<file path="config.mk">
export PLATFORM = sky130hd
export DESIGN_NAME = dpb_outbuf
export DESIGN_NICKNAME = d
export VERILOG_FILES = /design/src/rtl/dpb_pkg.sv /design/src/rtl/dpb_outbuf.sv
export SDC_FILE = /design/constraint.sdc
export NUM_CORES = 1
export LEC_CHECK = 0
export ABC_CLOCK_PERIOD_IN_PS = 18700
export BUFFER_PORTS_ARGS = -buffer_cell sky130_fd_sc_hd__buf_2
export CORE_ASPECT_RATIO = 0.5
export CORE_MARGIN = 5
export CORE_UTILIZATION = 56
export DETAILED_ROUTE_END_ITERATION = 12
export HOLD_SLACK_MARGIN = 0.08
export PLACE_DENSITY = 0.95
export REMOVE_ABC_BUFFERS = 1
export SYNTH_ARGS = -nofsm -noshare
export SYNTH_HDL_FRONTEND = slang
export SYNTH_SLANG_ARGS = --single-unit
</file>
<file path="constraint.sdc">
create_clock -name clk -period 18.7 [get_ports clk]
set_input_delay 0 -clock clk [delete_from_list [all_inputs] [get_ports clk]]
set_output_delay 0 -clock clk [all_outputs]
set_load 0.02 [all_outputs]
</file>
<file path="src/rtl/dpb_pkg.sv">
// shared widths, register codes and sideband type for the depth back-projection block
package dpb_pkg;

    localparam int PIX_W      = 12;
    localparam int DEPTH_W    = 16;
    localparam int COLOR_W    = 8;
    localparam int FOCAL_W    = 24;
    localparam int CENTER_W   = 20;
    localparam int DIFF_W     = 20;
    localparam int PROD_W     = DEPTH_W + DIFF_W;
    localparam int NUM_W      = PROD_W + 8 + 1;
    localparam int QUO_W      = 32;
    localparam int COORD_W    = 32;
    localparam int CFG_IDX_W  = 2;

    // quotient bits resolved in each divider stage
    localparam int STEPS_PER_STAGE = 2;
    localparam int DIV_STAGES      = QUO_W / STEPS_PER_STAGE;
    // diff, multiply, numerator setup, divider stages, sign and clamp
    localparam int AXIS_LAT        = 3 + DIV_STAGES + 1;

    localparam int IN_W  = 2 * PIX_W + DEPTH_W + 3 * COLOR_W;
    localparam int OUT_W = 2 * COORD_W + DEPTH_W + 3 * COLOR_W;
    localparam int BUF_W = OUT_W + 1;

    typedef enum logic [CFG_IDX_W-1:0] {
        REG_FOCAL_X  = 2'd0,
        REG_FOCAL_Y  = 2'd1,
        REG_CENTER_X = 2'd2,
        REG_CENTER_Y = 2'd3
    } cfg_reg_t;

    typedef struct packed {
        logic               pv;
        logic [DEPTH_W-1:0] z;
        logic [COLOR_W-1:0] red;
        logic [COLOR_W-1:0] green;
        logic [COLOR_W-1:0] blue;
    } side_t;

endpackage

</file>
<file path="src/rtl/dpb_outbuf.sv">
// output register with a skid stage that freezes the pipeline only when both are full
module dpb_outbuf
    import dpb_pkg::*;
(
    input  logic             clk,
    input  logic             rst_n,
    input  logic             in_valid,
    input  logic [BUF_W-1:0] in_data,
    output logic             en,
    output logic             m_valid,
    input  logic             m_ready,
    output logic [BUF_W-1:0] m_data
);

    logic             out_valid_reg;
    logic [BUF_W-1:0] out_data_reg;
    logic             skid_valid_reg;
    logic [BUF_W-1:0] skid_data_reg;

    assign en      = !skid_valid_reg;
    assign m_valid = out_valid_reg;
    assign m_data  = out_data_reg;

    always_ff @(posedge clk or negedge rst_n)
    begin
        if (!rst_n)
        begin
            out_valid_reg  <= 1'b0;
            skid_valid_reg <= 1'b0;
        end
        else if (skid_valid_reg)
        begin
            if (m_ready)
            begin
                out_data_reg   <= skid_data_reg;
                skid_valid_reg <= 1'b0;
            end
        end
        else if (!out_valid_reg || m_ready)
        begin
            out_valid_reg <= in_valid;
            out_data_reg  <= in_data;
        end
        else if (in_valid)
        begin
            skid_valid_reg <= 1'b1;
            skid_data_reg  <= in_data;
        end
    end

    a_skid_behind_out: assert property (@(posedge clk) disable iff (!rst_n)
        skid_valid_reg |-> out_valid_reg)
        else $error("skid holds an item while the output register is empty");

    a_skid_fill_cause: assert property (@(posedge clk) disable iff (!rst_n)
        $rose(skid_valid_reg) |-> $past(out_valid_reg && !m_ready && in_valid))
        else $error("skid filled without a stalled output");

    a_skid_hold: assert property (@(posedge clk) disable iff (!rst_n)
        (skid_valid_reg && !m_ready) |=> (skid_valid_reg && $stable(skid_data_reg)))
        else $error("skid item lost or changed while output stalled");

endmodule

</file>
==> flow_summary.toml <==
[run_status]
outcome = "finished clean"

[timing]
slew_viol_final = 0
period_needed_ns = 2.774
hold_viol = 0
max_freq_mhz = 360.5
final.period_utilization = 0.1483
worst_pin_slew_ns = 1.172
skew_ns = 0.01023
rsz0062_at_grt = "no"
setup_viol = 0
relSlewSlack = 0.2190
fin_tns_setup_ns = 0

[hold_path]
hp-class = "in2reg"
whs_endpoint = "skid_data_reg[5]$_DFFE_PP_"
min_from = "in_data[5]"
hold_path_depth = 2

[die]
core_area_um2 = 14390
die_w_um = 180.8
ios = 216
die_area_um2 = 17260
start_util = 0.5680
rows = 31
fp.dieH_um = 95.43

[clock_tree]
root_buffer = "clkbuf_16"
htreeDepth = 1
clock_latency_ns = 0.47
tritoncts = "built"
cts_resized = 0
path_clk_slew_ns = 0.06
clock_sinks = 212
clockBufferDepth = 3
cts_made_buffers = 19

[detailed_routing]
route.detailed.drc = 0
firstDrtPassIters = 4
antenna_left = 0
vias = 4471
wl_um = 19100
routedWlPerCell_um = 21.48
drtIter0Drc = 340
avgViaCountPerCell = 5.029

[worst_setup_path]
critPathLaunchType = "flop"
r2r_slack_ns = 15.93
cp.required_ns = 18.79
rr_startpoint = "skid_valid_reg$_DFF_PN0_"
critPathMaxStageDelay_ns = 0.85
crit_buf_inv = 1
slowest_stage = "buf_4"
r2r-end = "m_data[47]$_DFFE_PP_"
cp-end-kind = "flop"
cpLargestDelayFamily = "buffers and inverters"
crit_chain = "nor2_1, o21a_4, buf_4"
critPathKind = "reg2reg"
worstPathArrival_ns = 2.86
cp_max_fo = 80
r2r_cells = 3

[layout]
syn2layout_area_growth_pct = 34.48
layout_commonest_cell = "buf_2"
fillers = 790
utilization = 0.7638
seqCellArea_um2 = 6360
final_nets = 787
most-common-layout-cells = "215 x buf_2, 210 x edfxtp_1, 110 x dlygate4sd3_1, 97 x mux2_4, 19 x clkbuf_16"
drive_gt1_frac = 0.5094
multi_input_area_um2 = 1605

[synthesis]
synth_top_area_share = 0.7716
syn_area_per_cell_um2 = 24.04
yosysTopAreaCell = "edfxtp_1"
ys_seq_area_frac = 0.7777
synth-seq-cells = 212
yosys_warnings = 0
synth_area_um2 = 8173
synth_area_leaders = "edfxtp_1 77%, mux2_4 18%, buf_12 2.4%"
synth.distinct_cells = 16
synth_cells = 340

[global_route]
grt_max_degree = 81
grt.total_usage = 0.2179
grt_overflow = 0
antenna_found_initial = 2
grt_pass1_wl_um = 28660
grt_pass1_vias = 4900

[flow_run]
drv_cap = 0

[placed_design]
port_buffers = 215
hpwl_um = 10770
gp_congestion = 0.7413

[power_and_ir_drop]
ir_worst_vdd_mv = 0.05836
p_per_area_nw_per_um2 = 97.32
leakagePower_nw = 4.352
==> layer usage <==
metal | up-vias | share of wire | GRT usage | routed length (um)
met3 | 36 | 0.047 | 0.03925 | 897
met4 | 0 | 0.027 | 0.06981 | 513
li1 | 2027 | - | - | -
met2 | 166 | 0.55 | 0.4086 | 10460
met5 | - | 0 | 0 | 0
met1 | 2242 | 0.38 | 0.2615 | 7225
==> cell usage after synthesis <==
library cell,number
dfrtp_1,2
nor3_1,1
a21oi_1,1
buf_2,1
nand2b_1,1
o21a_1,1
mux2_2,8
nor2b_1,1
nand2_1,1
mux2_4,97
buf_6,1
inv_1,2
buf_12,10
o21ai_0,1
nor2_1,2
edfxtp_1,210
==> where the power goes <==
group	leakage (nW)	switching [mW]	total, mW	internal [mW]
Clock	0.270	0.162	0.364	0.201
Combinational	2.11	0.0677	0.138	0.0703
Sequential	1.97	0.0131	0.568	0.555
==> cell type report <==
class,instances,share of cell area
Inverter,2,0.0006831
Clock buffer,25,0.04531
Sequential cell,212,0.5787
Tap cell,198,0.02254
Multi-Input combinational cell,114,0.1461
Antenna cell,2,0.0004554
Clock inverter,7,0.005465
Timing Repair Buffer,329,0.2008
==> stage by stage <==
stage | power, mW | instances | hold WS (ns) | instance area (um2) | worst slack (ns)
floorplan | 0.6615 | 328 | -0.2956 | 7956 | 7.931
CTS | 1.069 | 887 | 0.2312 | 10990 | 15.94
finish | 1.070 | 889 | 0.2494 | 10990 | 15.93
global route | 1.103 | 889 | 0.2462 | 10990 | 15.81
detailed placement | 0.6939 | 745 | -0.1905 | 9326 | 15.95
global placement | 0.6893 | 745 | -0.1917 | 9326 | 15.98
==> what timing repair did <==
item                                   4_1_cts  5_1_grt
buffers inserted                             0        0
endpoints found under the hold margin      214        0
hold buffers                               110        0
==> how the worst max path moves through the flow <==
| stage | start | to | cells past startpoint |
|---|---|---|---|
| floorplan | skid_valid_reg$_DFF_PN0_ | skid_data_reg[0]$_DFFE_PP_ | 2 |
| global placement | skid_valid_reg$_DFF_PN0_ | m_data[29]$_DFFE_PP_ | 3 |
| global route | skid_valid_reg$_DFF_PN0_ | m_data[27]$_DFFE_PP_ | 3 |
| finish | skid_valid_reg$_DFF_PN0_ | m_data[47]$_DFFE_PP_ | 3 |
| CTS | skid_valid_reg$_DFF_PN0_ | m_data[19]$_DFFE_PP_ | 3 |
| detailed placement | skid_valid_reg$_DFF_PN0_ | m_data[19]$_DFFE_PP_ | 3 |
==> logic make-up (layout without fill, tap and decap cells) <==
logic type	count (synthesis)	after routing	share of synthesized area
buffers and inverters	14	363	0.02740
DFF	212	212	0.7777
AOI/OAI and AO/OA	3	3	0.002142
other	0	2	0
muxes	105	105	0.1892
and+or+nand+nor	6	6	0.003521
(Power assumes the default switching activity.)
