[config.mk]
export PLATFORM = sky130hd
export DESIGN_NAME = dpb_axis
export DESIGN_NICKNAME = d
export VERILOG_FILES = /design/src/rtl/dpb_pkg.sv /design/src/rtl/dpb_axis.sv
export SDC_FILE = /design/constraint.sdc
export NUM_CORES = 2
export LEC_CHECK = 0
export BUFFER_PORTS_ARGS = -buffer_cell sky130_fd_sc_hd__buf_4
export CAP_MARGIN = 40
export CORE_MARGIN = 3
export CORE_UTILIZATION = 46
export CTS_CLUSTER_DIAMETER = 150
export CTS_CLUSTER_SIZE = 24
export DETAILED_ROUTE_END_ITERATION = 12
export PLACE_DENSITY_LB_ADDON = 0.2
export SYNTH_ARGS = -nofsm -noshare
export SYNTH_HDL_FRONTEND = slang
export SYNTH_SLANG_ARGS = --single-unit
[constraint.sdc]
create_clock -name clk -period 22.2 [get_ports clk]
set_clock_uncertainty 0.15 [all_clocks]
set_input_delay 4.44 -clock clk [delete_from_list [all_inputs] [get_ports clk]]
set_output_delay 4.44 -clock clk [all_outputs]
set_load 0.005 [all_outputs]
[src/rtl/dpb_pkg.sv]
// shared widths, register codes and sideband type for the depth back-projection block
package dpb_pkg;

    localparam int PIX_W      = 12;
    localparam int DEPTH_W    = 16;
    localparam int COLOR_W    = 8;
    localparam int FOCAL_W    = 24;
    localparam int CENTER_W   = 20;
    localparam int DIFF_W     = 20;
    localparam int PROD_W     = DEPTH_W + DIFF_W;
    localparam int NUM_W      = PROD_W + 8 + 1;
    localparam int QUO_W      = 32;
    localparam int COORD_W    = 32;
    localparam int CFG_IDX_W  = 2;

    // quotient bits resolved in each divider stage
    localparam int STEPS_PER_STAGE = 2;
    localparam int DIV_STAGES      = QUO_W / STEPS_PER_STAGE;
    // diff, multiply, numerator setup, divider stages, sign and clamp
    localparam int AXIS_LAT        = 3 + DIV_STAGES + 1;

    localparam int IN_W  = 2 * PIX_W + DEPTH_W + 3 * COLOR_W;
    localparam int OUT_W = 2 * COORD_W + DEPTH_W + 3 * COLOR_W;
    localparam int BUF_W = OUT_W + 1;

    typedef enum logic [CFG_IDX_W-1:0] {
        REG_FOCAL_X  = 2'd0,
        REG_FOCAL_Y  = 2'd1,
        REG_CENTER_X = 2'd2,
        REG_CENTER_Y = 2'd3
    } cfg_reg_t;

    typedef struct packed {
        logic               pv;
        logic [DEPTH_W-1:0] z;
        logic [COLOR_W-1:0] red;
        logic [COLOR_W-1:0] green;
        logic [COLOR_W-1:0] blue;
    } side_t;

endpackage

[src/rtl/dpb_axis.sv]
// one coordinate axis: offset, multiply, rounded restoring divide, sign and clamp
module dpb_axis
    import dpb_pkg::*;
(
    input  logic                       clk,
    input  logic                       en,
    input  logic [PIX_W-1:0]           pix,
    input  logic [DEPTH_W-1:0]         depth,
    input  logic [CENTER_W-1:0]        center,
    input  logic [FOCAL_W-1:0]         focal,
    output logic [COORD_W-1:0]         coord
);

    // stage 1: signed offset from the principal point, as sign and magnitude
    logic [CENTER_W-1:0] pos;
    logic                neg1_next;
    logic [DIFF_W-1:0]   diff1_next;
    logic                neg1_reg;
    logic [DIFF_W-1:0]   diff1_reg;
    logic [DEPTH_W-1:0]  z1_reg;

    assign pos        = {pix, 8'd0};
    assign neg1_next  = pos < center;
    assign diff1_next = neg1_next ? (center - pos) : (pos - center);

    always_ff @(posedge clk)
    begin
        if (en)
        begin
            neg1_reg  <= neg1_next;
            diff1_reg <= diff1_next;
            z1_reg    <= depth;
        end
    end

    // stage 2: depth times offset
    logic [PROD_W-1:0] prod2_next;
    logic [PROD_W-1:0] prod2_reg;
    logic              neg2_reg;

    assign prod2_next = {{DIFF_W{1'b0}}, z1_reg} * {{DEPTH_W{1'b0}}, diff1_reg};

    always_ff @(posedge clk)
    begin
        if (en)
        begin
            prod2_reg <= prod2_next;
            neg2_reg  <= neg1_reg;
        end
    end

    // stage 3: numerator with half the divisor for rounding, overflow check
    logic [NUM_W-1:0]   sum3;
    logic               ovf3;
    logic [FOCAL_W-1:0] rem_reg [DIV_STAGES+1];
    logic [QUO_W-1:0]   low_reg [DIV_STAGES+1];
    logic [QUO_W-1:0]   quo_reg [DIV_STAGES+1];
    logic               ovf_reg [DIV_STAGES+1];
    logic               neg_reg [DIV_STAGES+1];

    assign sum3 = {1'b0, prod2_reg, 8'd0} + {{(NUM_W-FOCAL_W+1){1'b0}}, focal[FOCAL_W-1:1]};
    // quotient of 2^32 or more always clamps
    assign ovf3 = {{(FOCAL_W-(NUM_W-QUO_W)){1'b0}}, sum3[NUM_W-1:QUO_W]} >= focal;

    always_ff @(posedge clk)
    begin
        if (en)
        begin
            rem_reg[0] <= ovf3 ? '0
                               : {{(FOCAL_W-(NUM_W-QUO_W)){1'b0}}, sum3[NUM_W-1:QUO_W]};
            low_reg[0] <= sum3[QUO_W-1:0];
            quo_reg[0] <= '0;
            ovf_reg[0] <= ovf3;
            neg_reg[0] <= neg2_reg;
        end
    end

    // divider stages, two quotient bits each
    for (genvar k = 0; k < DIV_STAGES; k++)
    begin : g_div
        logic [FOCAL_W-1:0] rem_next;
        logic [QUO_W-1:0]   low_next;
        logic [QUO_W-1:0]   quo_next;

        always_comb
        begin
            logic [FOCAL_W:0] trial;
            rem_next = rem_reg[k];
            low_next = low_reg[k];
            quo_next = quo_reg[k];
            for (int j = 0; j < STEPS_PER_STAGE; j++)
            begin
                trial    = {rem_next, low_next[QUO_W-1]};
                low_next = {low_next[QUO_W-2:0], 1'b0};
                if (trial >= {1'b0, focal})
                begin
                    rem_next = FOCAL_W'(trial - {1'b0, focal});
                    quo_next = {quo_next[QUO_W-2:0], 1'b1};
                end
                else
                begin
                    rem_next = trial[FOCAL_W-1:0];
                    quo_next = {quo_next[QUO_W-2:0], 1'b0};
                end
            end
        end

        always_ff @(posedge clk)
        begin
            if (en)
            begin
                rem_reg[k+1] <= rem_next;
                low_reg[k+1] <= low_next;
                quo_reg[k+1] <= quo_next;
                ovf_reg[k+1] <= ovf_reg[k];
                neg_reg[k+1] <= neg_reg[k];
            end
        end
    end

    // last stage: apply sign and clamp to the signed 32-bit range
    logic [QUO_W-1:0]   quo_f;
    logic [COORD_W-1:0] coord_next;
    logic [COORD_W-1:0] coord_reg;

    assign quo_f = quo_reg[DIV_STAGES];

    always_comb
    begin
        if (!neg_reg[DIV_STAGES])
        begin
            coord_next = (ovf_reg[DIV_STAGES] || quo_f[QUO_W-1]) ? 32'h7FFF_FFFF : quo_f;
        end
        else if (ovf_reg[DIV_STAGES] || (quo_f[QUO_W-1] && (quo_f[QUO_W-2:0] != '0)))
        begin
            coord_next = 32'h8000_0000;
        end
        else
        begin
            coord_next = ~quo_f + 32'd1;
        end
    end

    always_ff @(posedge clk)
    begin
        if (en)
        begin
            coord_reg <= coord_next;
        end
    end

    assign coord = coord_reg;

endmodule

==> results.py <==
metrics = {
    "placement": {
        "place_inst": 11173,
        "gp_congestion": 0.930,
        "place_ws_ns": 9.98,
        "dpl.hpwl_um": 176000,
        "io_buffers": 105,
    },
    "timing": {
        "fmax_ghz": 0.0864,
        "setup_viol": 0,
        "worst_slack_ns": 10.63,
        "maxSlewHeadroom": 0.343,
        "hold_viol_final": 0,
        "fin_crit_ns": 11.57,
        "period_share": 0.521,
        "slew_violations": 0,
        "worst_pin_slew_ns": 0.986,
        "rsz0062_at_grt": "false",
        "tns_ns": 0,
    },
    "synthesis": {
        "ys.warnings.count": 0,
        "yosysTopAreaCell": "edfxtp_1",
        "seq_area_frac_synth": 0.359,
        "synthFlopType": "edfxtp_1",
        "synthAdderAreaFrac": 0.194,
        "synth_compound_area_frac": 0.156,
        "synth_top_family_by_area": "adder cells",
        "synth_edf_count": 1057,
        "synth_seq_cells": 1057,
        "syn_area_um2": 88300,
        "synth_top_area_share": 0.359,
        "synth_fp_nets": 9910,
        "synth_cell_types": 88,
        "yosys-mux-area-fraction": 0.0660,
        "postSynthAreaPerCell_um2": 10.2,
        "synth_area_leaders": "edfxtp_1 36%, ha_1 13%, fa_1 6.4%",
        "synth-simple-area-share": 0.125,
        "synth_cells": 8635,
        "synthXorXnorAreaFrac": 0.0652,
        "ys_async_sr_fraction": 0,
    },
    "die": {
        "fp.dieArea_um2": 197000,
        "die-height_um": 444,
        "start_util": 0.463,
        "rows": 160,
        "io_pins": 106,
        "fp.dieW_um": 444,
        "coreArea_um2": 191000,
    },
    "clocking": {
        "postCtsHoldBufs": 0,
        "cts_sinks": 1057,
        "cts_resized": 0,
        "cts-root-buf": "clkbuf_16",
        "cts.path.max_buffers": 3,
        "cts_tree": "done",
        "path_clk_slew_ns": 0.11,
        "htree_levels": 2,
        "cts_post_setup_buffers_inserted": 0,
        "clock_latency_ns": 0.74,
        "cts_buffers": 51,
    },
    "finish": {
        "utilization": 0.494,
        "final_nets": 9991,
        "largest_register_ffs": 373,
        "drive_gt1_frac": 0.100,
        "areaGrowthSynthToFinish_pct": 6.51,
        "layout.cells.non_filler": 11237,
        "n_fill_cell": 17330,
    },
    "setup_path": {
        "cp.required_ns": 22.54,
        "cp-end-kind": "register",
        "critPathKind": "input pin to register",
        "startpoint_type": "input pin",
        "critPathMaxFanout": 35,
        "crit_arrival_ns": 11.91,
    },
    "status": {
        "outcome": "finished, final reports clean",
    },
    "global_route": {
        "overflow": 0,
        "grt_busiest_layer": "met2",
        "track_usage": 0.235,
        "grt_pass1_vias": 65074,
        "met2_usage": 0.400,
        "grt_pass1_wl_um": 368000,
        "antenna_found_initial": 4,
        "grt_start_max_net_pins": 173,
        "use_met3": 0.0256,
        "met1_usage": 0.313,
    },
    "detailed_routing": {
        "drt_iter0_drc": 5088,
        "finalWirelength_um": 237000,
        "vias": 66189,
        "vias_per_cell": 5.89,
        "wl_per_cell_um": 21.1,
        "drc": 0,
        "dr.pass1.iters": 5,
        "ant_nets": 0,
    },
    "flow_run": {
        "max-cap-violations": 0,
    },
    "min_path": {
        "hp-class": "register to register",
    },
}
[cells in the mapped netlist (all sizes together), types with 38 or more instances]
cell	n
nor2b	117
mux2i	56
xnor2	454
and2	174
clkbuf	160
a21o	272
xor2	204
o31ai	45
nor4	38
o21a	130
or2	50
nor2	502
edfxtp	1057
fa	283
o21ai	441
a21oi	633
and3	56
a31oi	83
nand2	664
o21bai	89
ha	918
nor3	170
inv	609
a211oi	68
nand3	144
nand4	101
nand2b	120
or3	60
mux2	463
[critical path, stage by stage]
cell       delay (ns)
buf_4            0.19
clkinv_2         0.17
buf_4            0.53
buf_4            0.54
ha_1             0.33
nor2b_1          0.13
o21a_1           0.17
o21ai_0          0.30
a211oi_1         0.17
o31a_1           0.32
o31ai_1          0.34
nand2_1          0.09
buf_4            0.27
mux2_2           0.34
ha_1             0.33
nor2b_1          0.16
o31a_1           0.29
o211a_1          0.26
o31a_1           0.29
o41ai_1          0.64
nor3_1           0.10
a2111oi_0        0.77
nor4b_1          0.10
a211o_1          0.29
mux2_2           0.26
[cell type report]
type,instances,area (um2),area share
inverter,611,2290,0.0244
antenna,1,2.50,0.0000266
clock inverter,10,118,0.00125
clock buffer,52,1280,0.0136
multi-input combinational,6780,53600,0.570
sequential,1057,31700,0.337
tap,2511,3140,0.0334
timing repair buffer,215,1860,0.0198
[placed cells by master (no fill, tap or decap), drive strengths merged, types with 120 or more instances in the layout]
cell type	synthesis	final
o21a	130	130
xnor2	454	454
edfxtp	1057	1057
nor2	502	502
nand2	664	664
inv	609	611
ha	918	918
nor3	170	170
a21oi	633	633
nand2b	120	120
o21ai	441	441
and2	174	174
buf	27	215
fa	283	283
nand3	144	144
xor2	204	204
mux2	463	463
a21o	272	272
[layer usage]
| layer | wire [um] | vias to the layer above |
|---|---|---|
| met5 | 0 | - |
| met4 | 8330 | 0 |
| met3 | 11900 | 377 |
| met2 | 112000 | 1752 |
| met1 | 105000 | 32264 |
| li1 | - | 31796 |
[kinds of logic (layout without fill, tap and decap cells)]
logic type / Yosys count / after routing
muxes: 519 / 519
and+or+nand+nor: 2268 / 2268
AOI/OAI and AO/OA: 2134 / 2134
buffers and inverters: 798 / 888
adders and majority gates: 1201 / 1201
xor gates and xnor gates: 658 / 658
other: 0 / 1
DFF: 1057 / 1057
[final timing paths]
kind	startpoint	end	slack (ns)	cells after the start
worst max-delay path	focal[1]	rem_reg[0][310]	10.63	25
worst min-delay path	low_reg[0][283]	low_reg[0][317]	0.26	0
worst max register to register	diff1_reg[8]	prod2_reg[35]	14.58	21
worst min register to register	low_reg[0][283]	low_reg[0][317]	0.26	0
[per-stage QoR]
| step | area [um2] | hold slack (ns) |
|---|---|---|
| 2_1_floorplan | 88300 | 0.250 |
| 3_3_place_gp | 92300 | 0.250 |
| 3_5_place_dp | 92700 | 0.255 |
| 4_1_cts | 94100 | 0.245 |
| 5_1_grt | 94100 | 0.263 |
| 6_report | 94100 | 0.258 |
Power is left out: the tool's default activity adds up to more than one toggle a clock period on the data nets, which glitch-free logic cannot reach.
